$ cat config.mk
export PLATFORM = sky130hd
export DESIGN_NAME = qat_term
export DESIGN_NICKNAME = d
export VERILOG_FILES = /design/src/rtl/qat_pkg.sv /design/src/rtl/qat_term.sv
export SDC_FILE = /design/constraint.sdc
export NUM_CORES = 2
export LEC_CHECK = 0
export BUFFER_PORTS_ARGS = -buffer_cell sky130_fd_sc_hd__buf_2
export CAP_MARGIN = 10
export CORE_ASPECT_RATIO = 0.8
export CORE_MARGIN = 3
export CORE_UTILIZATION = 30
export DETAILED_ROUTE_END_ITERATION = 8
export SYNTH_ARGS = -nofsm -noshare
export SYNTH_HDL_FRONTEND = slang
export SYNTH_SLANG_ARGS = --single-unit
$ cat constraint.sdc
create_clock -name i_clk -period 6.38 [get_ports i_clk]
set_input_delay 0.957 -clock i_clk [delete_from_list [all_inputs] [get_ports i_clk]]
set_output_delay 0.957 -clock i_clk [all_outputs]
set_load 0.005 [all_outputs]
$ cat src/rtl/qat_pkg.sv
`timescale 1ns / 1ps
// Shared widths, types and constants for the quaternion box transform.
package qat_pkg;

    localparam int NSTAGE   = 6;
    localparam int AXES     = 3;
    localparam int MAT_N    = AXES * AXES;

    localparam int QUAT_W   = 64;
    localparam int LANE_W   = 16;
    localparam int QPROD_W  = 2 * LANE_W;
    localparam int CW       = 32;
    localparam int MAT_FRAC = 28;

    // off-diagonal entries reach +2^32 when every lane is -2.0
    localparam int MW       = 34;
    localparam int ML       = 17;
    localparam int MH       = MW - ML;
    localparam int PLW      = ML + 1 + CW;
    localparam int PHW      = MH + CW;
    localparam int PW       = MW + CW;
    localparam int TW       = PW - MAT_FRAC;
    localparam int SW       = TW + 2;

    localparam int IN_W     = QUAT_W + 9 * CW;
    localparam int OUT_W    = 6 * CW;

    typedef logic signed [LANE_W-1:0]  t_lane;
    typedef logic signed [QPROD_W-1:0] t_qprod;
    typedef logic signed [MW:0]        t_mwide;
    typedef logic signed [MW-1:0]      t_mat;
    typedef logic signed [CW-1:0]      t_coord;
    typedef logic signed [PW-1:0]      t_prod;
    typedef logic signed [TW-1:0]      t_term;
    typedef logic signed [SW-1:0]      t_sum;

    typedef struct packed {
        logic s1;
        logic s2;
        logic s3;
        logic s4;
        logic s5;
        logic s6;
    } t_pipe_en;

    localparam t_mwide MAT_ONE    = t_mwide'(1) <<< MAT_FRAC;
    localparam t_prod  ROUND_HALF = t_prod'(1) <<< (MAT_FRAC - 1);
    localparam t_sum   SUM_MAX    = (t_sum'(1) <<< (CW - 1)) - t_sum'(1);
    localparam t_sum   SUM_MIN    = -(t_sum'(1) <<< (CW - 1));

endpackage

$ cat src/rtl/qat_term.sv
`timescale 1ns / 1ps
// Matrix entry times coordinate: split partial products, then sum and round.
module qat_term import qat_pkg::*; (
    input  logic     i_clk,
    input  t_pipe_en i_en,
    input  t_mat     i_m,
    input  t_coord   i_c,
    output t_term    o_term
);

    logic [ML-1:0]          m_lo;
    logic signed [MH-1:0]   m_hi;
    logic signed [PLW-1:0]  n_plo, r_plo;
    logic signed [PHW-1:0]  n_phi, r_phi;
    t_prod                  p_full;
    t_term                  r_term;

    assign m_lo  = i_m[ML-1:0];
    assign m_hi  = i_m[MW-1:ML];
    assign n_plo = $signed({1'b0, m_lo}) * i_c;
    assign n_phi = m_hi * i_c;

    always_ff @(posedge i_clk) begin
        if (i_en.s3) begin
            r_plo <= n_plo;
            r_phi <= n_phi;
        end
    end

    // round half up, arithmetic shift by the matrix fraction
    assign p_full = (t_prod'(r_phi) <<< ML) + t_prod'(r_plo) + ROUND_HALF;

    always_ff @(posedge i_clk) begin
        if (i_en.s4) begin
            r_term <= p_full[PW-1:MAT_FRAC];
        end
    end

    assign o_term = r_term;

endmodule

==> metrics.yaml <==
timing:
  rsz0062_at_grt: "true"
  slew_violations: 0
  report.final.setup_viol: 25
  fin_ws_ns: -0.2394
  slew_headroom_pct: 29.87
  finalHoldViolCount: 0
  period_needed_ns: 6.619
  tightest_slew_ns: 1.052
  fmax_mhz: 151.1
  fin_crit_sh_pct: 103.8
  skew_ns: 0.02731
yosys:
  async_flop_share_pct: 0
  synth_fp_nets: 6040
  synth_cell_types: 69
  synth_area_um2: 43130
  avgSynthCellArea_um2: 9.369
  ys_top_cells_by_area: "fa_1, inv_1, ha_1"
  syn_inst: 4604
  synthFlopType: "edfxtp_1"
  synth_seq_area_share_pct: 8.354
  yosys_warnings: 0
  synth_edf_count: 120
  synth_area_leader_cell: "fa_1"
  synth_top_area_share_pct: 48.27
  ys_ff_latch: 120
clocking:
  clock-sinks: 120
  cts_max_path_buffers: 2
  clk_pin_slew_worst_paths_ns: 0.07
  cts_tree: "built"
  cts_hold_buf: 0
  clockRootBuffer: "clkbuf_16"
  clkLatencyLatePin_ns: 0.48
  numCtsBuffers: 17
  h-tree-depth: 4
global_route:
  grt_start_max_net_pins: 62
  grt-ovfl-total: 0
  grt_pass1_wl_um: 198800
  grt_pass1_vias: 35410
  antenna_found_initial: 11
  track_usage_pct: 17.04
drt:
  antenna_left: 0
  routed_via_density: 4.543
  drtPass1Iterations: 6
  wl_um: 123300
  wl_per_cell_um: 17.59
  drc: 0
  vias: 31860
  drtIter0Drc: 1843
critical_path:
  rr_worst_depth: 11
  critical_path.max_stage_delay_ns: 0.59
  critPathMostFrequentCell: "fa_1"
  cp-start-kind: "input port"
  cp_top_family: "adder cells"
  path_cells: "buf_12 -> buf_12 -> nand2_4 -> fa_1 -> inv_2 -> fa_1 -> fa_1 -> fa_1 -> fa_1 -> inv_1 -> fa_1 -> inv_2 -> ha_4 -> a21o_1 -> a21o_1 -> a2111oi_4 -> nor3_4 -> a2111oi_4 -> buf_4 -> buf_6 -> nor2_4 -> a221o_1 -> a31oi_1 -> xnor2_1"
  crit_type: "input port to flip-flop"
  cp_max_fo: 6
  slowest_stage: "fa_1"
  crit_cells: 24
  r2r_start: "r_plo[32]"
  crit_required_ns: 6.62
  end_kind: "flip-flop"
  critPathBufInv: 7
  cp.arrival_ns: 6.86
  startpoint: "i_m[26]"
place:
  io_buffers: 106
  gp_congestion: 0.8846
  place_area_um2: 50320
  dpl.hpwl_um: 105800
floorplanning:
  row_count: 123
  io_pins: 111
  initial_core_util_pct: 30.43
  die_x_um: 429.9
  die-area_um2: 148400
  fp.dieH_um: 345.1
  coreArea_um2: 141700
layout:
  register_area_um2: 3603
  multi_input_area_um2: 35590
  syn2layout_area_growth_pct: 22.81
  fin_area_um2: 52970
  finalNetCount: 6557
  drive_gt1_share_pct: 19.05
  fillers: 13960
run_status:
  outcome: "finished, violations left"
  failed_checks: "negative setup slack"
flow_run:
  drv_cap: 0
min_path:
  min_from: "r_phi[33]"
  whs_path_depth: 3
  min_path_type: "flip-flop to flip-flop"
[worst min-delay path: cells and delay by family, from the launching register on]
family,cells,cell delay (ns)
flip-flops,1,0.33
adder cells (fa/ha/maj),2,0.29
XOR/XNOR,1,0.12
[cell usage after synthesis, drive strengths merged (3+ instances only)]
master	instances
inv	1146
fa	1040
nand2	686
and2	423
ha	323
clkbuf	215
edfxtp	120
a21oi	96
xnor2	90
nor2	84
a21o	57
o21ai	44
xor2	32
nand3	25
nor3	20
o21bai	20
nand4	17
nor2b	16
a211oi	15
and3	14
o21a	14
a31oi	13
nand2b	12
o211ai	9
a2111oi	6
and4	4
o2111ai	4
o31a	4
o31ai	4
a221o	3
a221oi	3
mux2i	3
nor3b	3
nor4	3
[flip-flops by register name, indices dropped and copies added, names as in the netlist]
| register | flops |
|---|---|
| r_plo | 33 |
| r_phi | 49 |
| o_term | 38 |
[per-stage QoR]
stage	instances	worst slack [ns]	TNS (ns)	hold slack, ns	utilization [%]
final	7012	-0.2394	-2.309	0.8510	37.37
after global placement	6921	-0.9959	-39.04	0.8445	35.50
after floorplan	4604	-0.1538	-0.9314	0.7598	-
after global routing	7011	-0.4081	-8.358	0.9005	37.37
after detailed placement	6921	-1.075	-42.69	0.8141	35.50
after CTS	6994	-0.2243	-2.356	0.8547	36.75
[cell type report]
type / count / area share, %
clock inverters: 15 / 0.5102
diodes: 3 / 0.01417
repair buffers: 713 / 12.10
multi-input cells: 3122 / 67.19
clock buffers: 17 / 0.8031
well taps: 1875 / 4.429
flip-flops and latches: 120 / 6.803
inverters: 1147 / 8.152
[timing repair]
| action | 4_1_cts | 5_1_grt |
|---|---|---|
| endpoints found under the setup margin | 47 | 53 |
| gates cloned | 2 | 2 |
| resized for setup | 166 | 204 |
| setup buffers | 44 | 27 |
| hold endpoints to repair | 0 | 0 |
| pin swaps | 66 | 115 |
[cells in the final DEF, fill, tap and decap left out, types with 10 or more instances in the layout]
cell type  netlist  layout
inv_1         1146    1115
fa_1          1040    1001
nand2_1        686     675
buf_4            0     512
and2_1         423     392
ha_1           323     294
edfxtp_1       120     120
xnor2_1         90      87
a21oi_1         96      76
nor2_1          84      73
buf_12           0      65
buf_2            0      60
a21o_1          57      57
buf_6            0      53
fa_2             0      39
and2_4           0      31
inv_2            0      31
o21ai_0         39      29
xor2_1          32      28
ha_4             0      27
nand3_1         25      25
o21bai_1        20      19
clkbuf_16        0      19
a21oi_2          0      18
nand4_1         17      17
nor3_1          19      17
nor2b_1         16      16
buf_8            0      15
o21a_1          14      14
and3_1          14      13
nand2b_1        12      12
a31oi_1         12      10
[worst paths after layout]
path	end	slack (ns)
worst max-delay path	r_phi[47]	-0.24
worst min-delay path	o_term[22]	0.85
worst max register to register	o_term[25]	2.37
worst min register to register	o_term[22]	0.85
[per-layer routing]
layer  part of all wire (%)  up-vias  track usage, %
met2                     42      941           25.37
met1                     46    16240           24.06
met4                    1.9        4           3.600
met5                  0.017        -               0
li1                       -    14560               -
met3                     10      116           5.640
[cells by family (layout without fill, tap and decap cells)]
logic type                 Yosys count  count (layout)  synth area share (%)
AOI/OAI and AO/OA                  321             321                 5.103
xor gates and xnor gates           122             122                 2.477
adders and majority gates         1363            1363                 57.64
buffers and inverters             1362            1892                 11.85
DFF                                120             120                 8.354
muxes                                3               3               0.06962
other                                0               3                     0
and+or+nand+nor                   1313            1313                 14.50
Power is not shown: default switching activity piles up to over one toggle a cycle in this logic, so the estimate is an artifact.
