<file path="src/rtl/qat_pkg.sv">
`timescale 1ns / 1ps
// Shared widths, types and constants for the quaternion box transform.
package qat_pkg;

    localparam int NSTAGE   = 6;
    localparam int AXES     = 3;
    localparam int MAT_N    = AXES * AXES;

    localparam int QUAT_W   = 64;
    localparam int LANE_W   = 16;
    localparam int QPROD_W  = 2 * LANE_W;
    localparam int CW       = 32;
    localparam int MAT_FRAC = 28;

    // off-diagonal entries reach +2^32 when every lane is -2.0
    localparam int MW       = 34;
    localparam int ML       = 17;
    localparam int MH       = MW - ML;
    localparam int PLW      = ML + 1 + CW;
    localparam int PHW      = MH + CW;
    localparam int PW       = MW + CW;
    localparam int TW       = PW - MAT_FRAC;
    localparam int SW       = TW + 2;

    localparam int IN_W     = QUAT_W + 9 * CW;
    localparam int OUT_W    = 6 * CW;

    typedef logic signed [LANE_W-1:0]  t_lane;
    typedef logic signed [QPROD_W-1:0] t_qprod;
    typedef logic signed [MW:0]        t_mwide;
    typedef logic signed [MW-1:0]      t_mat;
    typedef logic signed [CW-1:0]      t_coord;
    typedef logic signed [PW-1:0]      t_prod;
    typedef logic signed [TW-1:0]      t_term;
    typedef logic signed [SW-1:0]      t_sum;

    typedef struct packed {
        logic s1;
        logic s2;
        logic s3;
        logic s4;
        logic s5;
        logic s6;
    } t_pipe_en;

    localparam t_mwide MAT_ONE    = t_mwide'(1) <<< MAT_FRAC;
    localparam t_prod  ROUND_HALF = t_prod'(1) <<< (MAT_FRAC - 1);
    localparam t_sum   SUM_MAX    = (t_sum'(1) <<< (CW - 1)) - t_sum'(1);
    localparam t_sum   SUM_MIN    = -(t_sum'(1) <<< (CW - 1));

endpackage

</file>
<file path="src/rtl/qat_bound.sv">
`timescale 1ns / 1ps
// One world axis: order the term pairs, sum with the position, saturate.
module qat_bound import qat_pkg::*; (
    input  logic     i_clk,
    input  t_pipe_en i_en,
    input  t_coord   i_pos,
    input  t_term    i_a [AXES],
    input  t_term    i_b [AXES],
    output t_coord   o_min,
    output t_coord   o_max,
    output logic     o_ovf
);

    t_term  r_lo [AXES];
    t_term  r_hi [AXES];
    t_coord r_pos;
    t_sum   s_lo, s_hi;
    t_coord n_min, n_max, r_min, r_max;
    logic   n_ovf, r_ovf;

    always_ff @(posedge i_clk) begin
        if (i_en.s5) begin
            for (int k = 0; k < AXES; k++) begin
                if (i_a[k] < i_b[k]) begin
                    r_lo[k] <= i_a[k];
                    r_hi[k] <= i_b[k];
                end else begin
                    r_lo[k] <= i_b[k];
                    r_hi[k] <= i_a[k];
                end
            end
            r_pos <= i_pos;
        end
    end

    assign s_lo = t_sum'(r_pos) + t_sum'(r_lo[0]) + t_sum'(r_lo[1]) + t_sum'(r_lo[2]);
    assign s_hi = t_sum'(r_pos) + t_sum'(r_hi[0]) + t_sum'(r_hi[1]) + t_sum'(r_hi[2]);

    always_comb begin
        n_ovf = 1'b0;
        n_min = s_lo[CW-1:0];
        n_max = s_hi[CW-1:0];
        if (s_lo > SUM_MAX) begin
            n_min = SUM_MAX[CW-1:0];
            n_ovf = 1'b1;
        end else if (s_lo < SUM_MIN) begin
            n_min = SUM_MIN[CW-1:0];
            n_ovf = 1'b1;
        end
        if (s_hi > SUM_MAX) begin
            n_max = SUM_MAX[CW-1:0];
            n_ovf = 1'b1;
        end else if (s_hi < SUM_MIN) begin
            n_max = SUM_MIN[CW-1:0];
            n_ovf = 1'b1;
        end
    end

    always_ff @(posedge i_clk) begin
        if (i_en.s6) begin
            r_min <= n_min;
            r_max <= n_max;
            r_ovf <= n_ovf;
        end
    end

    assign o_min = r_min;
    assign o_max = r_max;
    assign o_ovf = r_ovf;

endmodule

</file>
<file path="config.mk">
export PLATFORM = sky130hd
export DESIGN_NAME = qat_bound
export DESIGN_NICKNAME = d
export VERILOG_FILES = /design/src/rtl/qat_pkg.sv /design/src/rtl/qat_bound.sv
export SDC_FILE = /design/constraint.sdc
export NUM_CORES = 1
export LEC_CHECK = 0
export BUFFER_PORTS_ARGS = -buffer_cell sky130_fd_sc_hd__buf_2
export CAP_MARGIN = 20
export CORE_MARGIN = 8
export CORE_UTILIZATION = 50
export CTS_CLUSTER_SIZE = 20
export DETAILED_ROUTE_END_ITERATION = 6
export PLACE_DENSITY = 0.71
export SLEW_MARGIN = 25
export SYNTH_ARGS = -nofsm -noshare
export SYNTH_HDL_FRONTEND = slang
export SYNTH_SLANG_ARGS = --single-unit
</file>
<file path="constraint.sdc">
create_clock -name i_clk -period 7.2 [get_ports i_clk]
set_input_delay 1.44 -clock i_clk [delete_from_list [all_inputs] [get_ports i_clk]]
set_output_delay 1.44 -clock i_clk [all_outputs]
set_load 0.01 [all_outputs]
</file>
==> results_dict.tcl, run 1 <==
set metrics [dict create \
    cts-root-buf "clkbuf_16" \
    syn_inst 2253 \
    yosys.area.top_type "edfxtp_1" \
    status "complete, no violations" \
    stdcell_area_um2 28500 \
    drt-total-wl_um 66300 \
    dieArea_um2 57200 \
    place_congestion 0.944 \
    hpwl_um 53400 \
    area_growth_pct 14.2 \
    cts.clk_slew.worst_paths_ns 0.06 \
    path_max_fanout 29 \
    synth_seq_cells 325 \
    placed_area_um2 27200 \
    via_per_inst 5.40 \
    final_util_pct 57.3 \
    clkSinkCount 325 \
    crit_family "compound AO/OA/AOI/OAI gates" \
    port_buffers 327 \
    grt_pass1_wl_um 103000 \
    slew_viol_final 0 \
    yosysWarnings 0 \
    holdCritStartpoint "r_lo[0][0]" \
    io_pins 332 \
    grt_max_degree 81 \
    clk-insertion-delay-late_ns 0.56 \
    start_kind "flip-flop" \
    ir_drop_mv 0.297 \
    avgSynthCellArea_um2 11.1 \
    r2r-start "r_pos[1]" \
    synth_top_area_share_pct 39.2 \
    p_seq_share_pct 25.7 \
    grt.overflow.total 0 \
    synth_nets 2863 \
    switching_power_uw 4880 \
    cts_made_buffers 39 \
    setup_violations 0 \
    wire_per_inst_um 20.3 \
    synth_commonest_cells "inv_1, edfxtp_1, mux2_2, ha_1, fa_1" \
    ctsHtreeMaxLevel 2 \
    ys_seq_area_share_pct 39.2 \
    post_route_cells_drive_above_1_share_pct 24.9 \
    critical-path-slowest-cell "and2_1" \
    skew_ns 0.0195 \
    cpPeakStageDelay_ns 0.85 \
    comb_power_share_pct 56.9 \
    max_cap_violations 0 \
    fin_nets 3169 \
    die_w_um 239 \
    synth-edff-count 325 \
    fill_cells 4237 \
    period_needed_ns 5.97 \
    drcViolationCount 0 \
    post_cts_buffers 0 \
    num_rows 82 \
    cts_tree "yes" \
    path_class "reg -> reg" \
    worstMarginPinSlew_ns 1.03 \
    crit_path_cell_trace "inv_1 -> fa_1 -> fa_1 -> inv_1 -> ha_1 -> inv_1 -> fa_1 -> nand2b_1 -> a21oi_1 -> a21boi_0 -> a31oi_1 -> o211ai_1 -> nor3b_1 -> nor3_1 -> xnor2_1 -> and2_1 -> o21ai_0" \
    swShare_pct 43.3 \
    rsz0062_at_grt "no" \
    period_share_pct 82.9 \
    drt_iter0_drc 1246 \
    cp-startpoint "r_pos[1]" \
    die_h_um 239 \
    cts_resized 0 \
    leakagePower_uw 0.0132 \
    postRouteAntennaNets 0 \
    pwr_density_cell_nw_per_um2 396 \
    fin_ws_ns 1.23 \
    end_kind "flip-flop" \
    hold-worst-slack_ns 0.693 \
    synth_area_leaders "edfxtp_1, fa_1, mux2_2" \
    cts_hold_buf 0 \
    pwr-share-clk_pct 17.4 \
    maxSlewHeadroom_pct 30.9 \
    synth-main-ff-cell "edfxtp_1" \
    via_count 17600 \
    synthArstFlopShare_pct 0 \
    core_area_um2 49700 \
    first_pass_iters 7 \
    tns_ns 0 \
    clk_path_buf_depth 3 \
    antenna_found_initial 1 \
    crit_buf_inv 3 \
    required_ns 7.45 \
    synth_cell_types 75 \
    initial_utilization_pct 50.2 \
    hp-class "reg -> reg" \
    pre_cts_slack_ns 1.29 \
    max_freq_mhz 168 \
    yosysMostFrequentCell "inv_1" \
    cp.arrival_ns 6.21 \
    intPower_uw 6390 \
    grt_pass1_vias 18600 \
    synth_area_um2 24900 \
    grt_use_total_pct 23.0 \
    hold_violations 0 \
]
-- power groups by stage --
| stage | registers [µW] | clock network (µW) | logic (µW) |
|---|---|---|---|
| after detailed placement | 2930 | 0 | 6330 |
| after floorplan | 2950 | 0 | 4550 |
| after CTS | 2890 | 2010 | 6380 |
| after global routing | 2910 | 2070 | 7090 |
| final | 2890 | 1970 | 6410 |
| after global placement | 2920 | 0 | 6210 |
-- cells by family (layout without fill, tap and decap cells) --
logic type | after synthesis | in the layout | share of synthesized area (%)
AO/OA/AOI/OAI | 412 | 412 | 11.0
XOR/XNOR | 73 | 73 | 2.60
adder cells (fa/ha/maj) | 343 | 343 | 21.9
buffers and inverters | 588 | 922 | 9.25
flip-flops | 325 | 325 | 39.2
multiplexers | 228 | 228 | 10.3
other | 0 | 1 | 0
AND/OR/NAND/NOR | 284 | 284 | 5.83
-- metal layers --
metal	track usage, %	wire length (µm)	vias up
met5	0	0	-
li1	-	-	8327
met2	37.4	31200	583
met1	31.7	29200	8617
met4	7.71	1910	0
met3	3.14	3980	92
-- flip-flops by register name (all words and copies together), names as in the netlist --
signal	cells
r_hi	114
o_max	32
r_pos	32
r_lo	114
o_min	32
o_ovf	1
-- placed cells by master (no fill, tap or decap), types with 6 or more instances in the layout --
cell type	instances
clkbuf_16	40
clkinv_1	7
xor2_1	34
a21oi_1	121
a21o_1	90
edfxtp_1	325
nor3_1	17
o21ai_0	78
a211oi_1	10
nor3b_1	6
o21bai_1	8
ha_1	189
clkbuf_1	6
o21a_1	16
buf_2	326
xnor2_1	38
nand2b_1	17
mux2_2	228
a31oi_1	16
nand4_1	49
nand2_1	62
nor2_1	70
fa_1	154
nand3_1	15
nor2b_1	19
inv_1	516
o211ai_1	14
-- worst register-to-register path, cell delays in order, from the launching register on --
cell and delay, ns:
edfxtp_1 0.32, inv_1 0.08, fa_1 0.59, fa_1 0.43, inv_1 0.07, ha_1 0.21
inv_1 0.07, fa_1 0.39, nand2b_1 0.18, a21oi_1 0.26, a21boi_0 0.19, a31oi_1 0.60
o211ai_1 0.36, nor3b_1 0.27, nor3_1 0.09, xnor2_1 0.42, and2_1 0.86, o21ai_0 0.27
-- area by class of cell --
type	instances	area (µm²)	share of cell area [%]
Multi-Input combinational cell	1340	12900	45.3
Sequential cell	325	9760	34.3
Clock inverter	23	234	0.822
Clock buffer	46	1020	3.60
Antenna cell	1	2.50	0.00879
Inverter	516	1940	6.81
Timing Repair Buffer	337	1760	6.19
Tap cell	672	841	2.95
-- metrics by stage --
| stage | power (µW) | instances |
|---|---|---|
| 6_report | 11300 | 3260 |
| 5_1_grt | 12100 | 3260 |
| 4_1_cts | 11300 | 3259 |
| 3_5_place_dp | 9260 | 3190 |
| 3_3_place_gp | 9130 | 3189 |
| 2_1_floorplan | 7500 | 2253 |
-- worst paths after layout --
check / to / cells after the start / slack [ns]
worst min register to register: o_min[0] / 2 / 0.69
worst min-delay path: o_min[0] / 2 / 0.69
worst max register to register: o_max[21] / 17 / 1.23
worst max-delay path: o_max[21] / 17 / 1.23
Power figures use the tool's default switching activity.
==> run 2, diff against run 1 <==
--- a/config.mk
+++ b/config.mk
@@ -11,7 +11,7 @@
 export CORE_UTILIZATION = 50
 export CTS_CLUSTER_SIZE = 20
 export DETAILED_ROUTE_END_ITERATION = 6
-export PLACE_DENSITY = 0.71
+export PLACE_DENSITY = 0.73
 export SLEW_MARGIN = 25
 export SYNTH_ARGS = -nofsm -noshare
 export SYNTH_HDL_FRONTEND = slang
==> constraint.sdc (replaced) <==
create_clock -name i_clk -period 5.2 [get_ports i_clk]
set_input_delay 1.04 -clock i_clk [delete_from_list [all_inputs] [get_ports i_clk]]
set_output_delay 1.04 -clock i_clk [all_outputs]
set_load 0.01 [all_outputs]
==> run 2 against run 1 <==
  * Clock-buffer cell count down 1
  * First-iteration DRC count rose by 28%
  * Combinational power rose by 45%
  * Non-clock buffer count up 36
  * Worst hold slack got worse by 0.026 ns
  * Clock power grew 44%
  * Clock skew about the same
  * Register-to-register slack got worse by 0.99 ns
  * Total power is 43% higher
  * Flip-flop and latch count did not move
  * Critical path depth increased by 1
  * Sequential power increased by 38%
==> results_dict.tcl, run 2 (synthesized netlist as in run 1, its figures left out) <==
set metrics [dict create \
    pwr-share-clk_pct 17.6 \
    cts.clk_slew.worst_paths_ns 0.06 \
    rsz0062_at_grt "no" \
    grt_pass1_wl_um 104000 \
    p_seq_share_pct 24.7 \
    grt_max_degree 93 \
    antenna_found_initial 2 \
    die_w_um 239 \
    die_h_um 239 \
    layout_common_cells "inv_1, buf_2, edfxtp_1" \
    pre_cts_slack_ns 0.104 \
    placed_area_um2 27600 \
    worstMarginPinSlew_ns 0.836 \
    path_max_fanout 32 \
    wire_per_inst_um 20.6 \
    cp.arrival_ns 5.26 \
    comb_power_share_pct 57.8 \
    maxSlewHeadroom_pct 44.3 \
    cts-root-buf "clkbuf_16" \
    fin_ws_ns 0.240 \
    postRouteAntennaNets 0 \
    drt-total-wl_um 68100 \
    period_needed_ns 4.96 \
    cts_resized 0 \
    required_ns 5.50 \
    cts_tree "yes" \
    slew_viol_final 0 \
    core_area_um2 49700 \
    max_freq_mhz 202 \
    first_pass_iters 5 \
    grt_pass1_vias 18700 \
    hpwl_um 55000 \
    clkSinkCount 325 \
    io_pins 332 \
    setup_violations 0 \
    drcViolationCount 0 \
    post_route_cells_drive_above_1_share_pct 26.1 \
    post_cts_buffers 0 \
    dieArea_um2 57200 \
    drt_iter0_drc 1599 \
    ctsHtreeMaxLevel 2 \
    place_congestion 0.980 \
    area_growth_pct 16.1 \
    status "complete, no violations" \
    via_per_inst 5.40 \
    path_class "reg -> reg" \
    hp-class "in -> reg" \
    grt_use_total_pct 23.4 \
    skew_ns 0.0194 \
    grt.overflow.total 0 \
    start_kind "flip-flop" \
    max_cap_violations 0 \
    intPower_uw 9200 \
    tns_ns 0 \
    via_count 17800 \
    num_rows 82 \
    clk_path_buf_depth 3 \
    clk-insertion-delay-late_ns 0.55 \
    hold-worst-slack_ns 0.667 \
    port_buffers 327 \
    initial_utilization_pct 50.2 \
    reg.largest.list "r_hi: 114 flops, r_lo: 114 flops" \
    final_util_pct 58.2 \
    hold_violations 0 \
    cts_made_buffers 40 \
    cts_hold_buf 0 \
    leakagePower_uw 0.0135 \
    pwr_density_cell_nw_per_um2 558 \
    stdcell_area_um2 28900 \
    ir_drop_mv 0.425 \
    switching_power_uw 6930 \
    period_share_pct 95.4 \
    final_common_cell "inv_1" \
    fin_nets 3206 \
    end_kind "flip-flop" \
    swShare_pct 43.0 \
]
==> run 2: power by group through the flow <==
stage / combinational (µW) / clock (µW) / sequential [µW]
finish: 9310 / 2840 / 3980
global route: 10200 / 2960 / 4020
CTS: 9180 / 2870 / 3980
detailed placement: 9100 / 0 / 4030
global placement: 8940 / 0 / 4020
floorplan: 6290 / 0 / 4090
==> run 2: layout make-up <==
type / count / area (µm²)
antenna: 2 / 5.00
clock buffer: 45 / 1040
clock inverter: 27 / 267
fill: 4209 / 20700
inverter: 516 / 1940
multi-input combinational: 1340 / 12900
sequential: 325 / 9760
tap: 672 / 841
timing repair buffer: 373 / 2120
==> run 2: critical path, cell delays in order (launching register included) <==
cell and delay, ns:
edfxtp_1 0.35, inv_1 0.13, fa_1 0.44, fa_1 0.53
inv_1 0.04, ha_1 0.24, fa_1 0.41, a21o_1 0.20
nand4_1 0.11, nand3_2 0.19, a31oi_2 0.27, a211oi_2 0.14
a2111oi_4 0.45, o21ai_2 0.16, a221oi_4 0.27, xnor2_2 0.21
o41ai_4 0.16, buf_12 0.20, a21o_1 0.18
==> run 2: final timing paths <==
kind / slack [ns] / depth (start not counted) / start / endpoint
setup reg to reg: 0.24 / 18 / r_pos[1] / o_min[22]
setup / recovery: 0.24 / 18 / r_pos[1] / o_min[22]
hold reg to reg: 0.69 / 2 / r_lo[0][0] / o_min[0]
hold / removal: 0.67 / 1 / i_pos[6] / r_pos[6]
==> run 2: metrics by stage <==
stage | power, µW | std cells
finish | 16100 | 3300
global route | 17200 | 3300
CTS | 16000 | 3298
detailed placement | 13100 | 3226
global placement | 13000 | 3226
floorplan | 10400 | 2253
==> run 2: metal layers <==
| layer | track usage [%] | part of all wire, % | up-vias | wire [µm] |
|---|---|---|---|---|
| met3 | 3.50 | 6.6 | 99 | 4510 |
| li1 | - | - | 8403 | - |
| met4 | 7.06 | 2.9 | 0 | 1990 |
| met5 | 0 | 0 | - | 0 |
| met1 | 31.6 | 43 | 8659 | 29400 |
| met2 | 38.7 | 47 | 646 | 32300 |
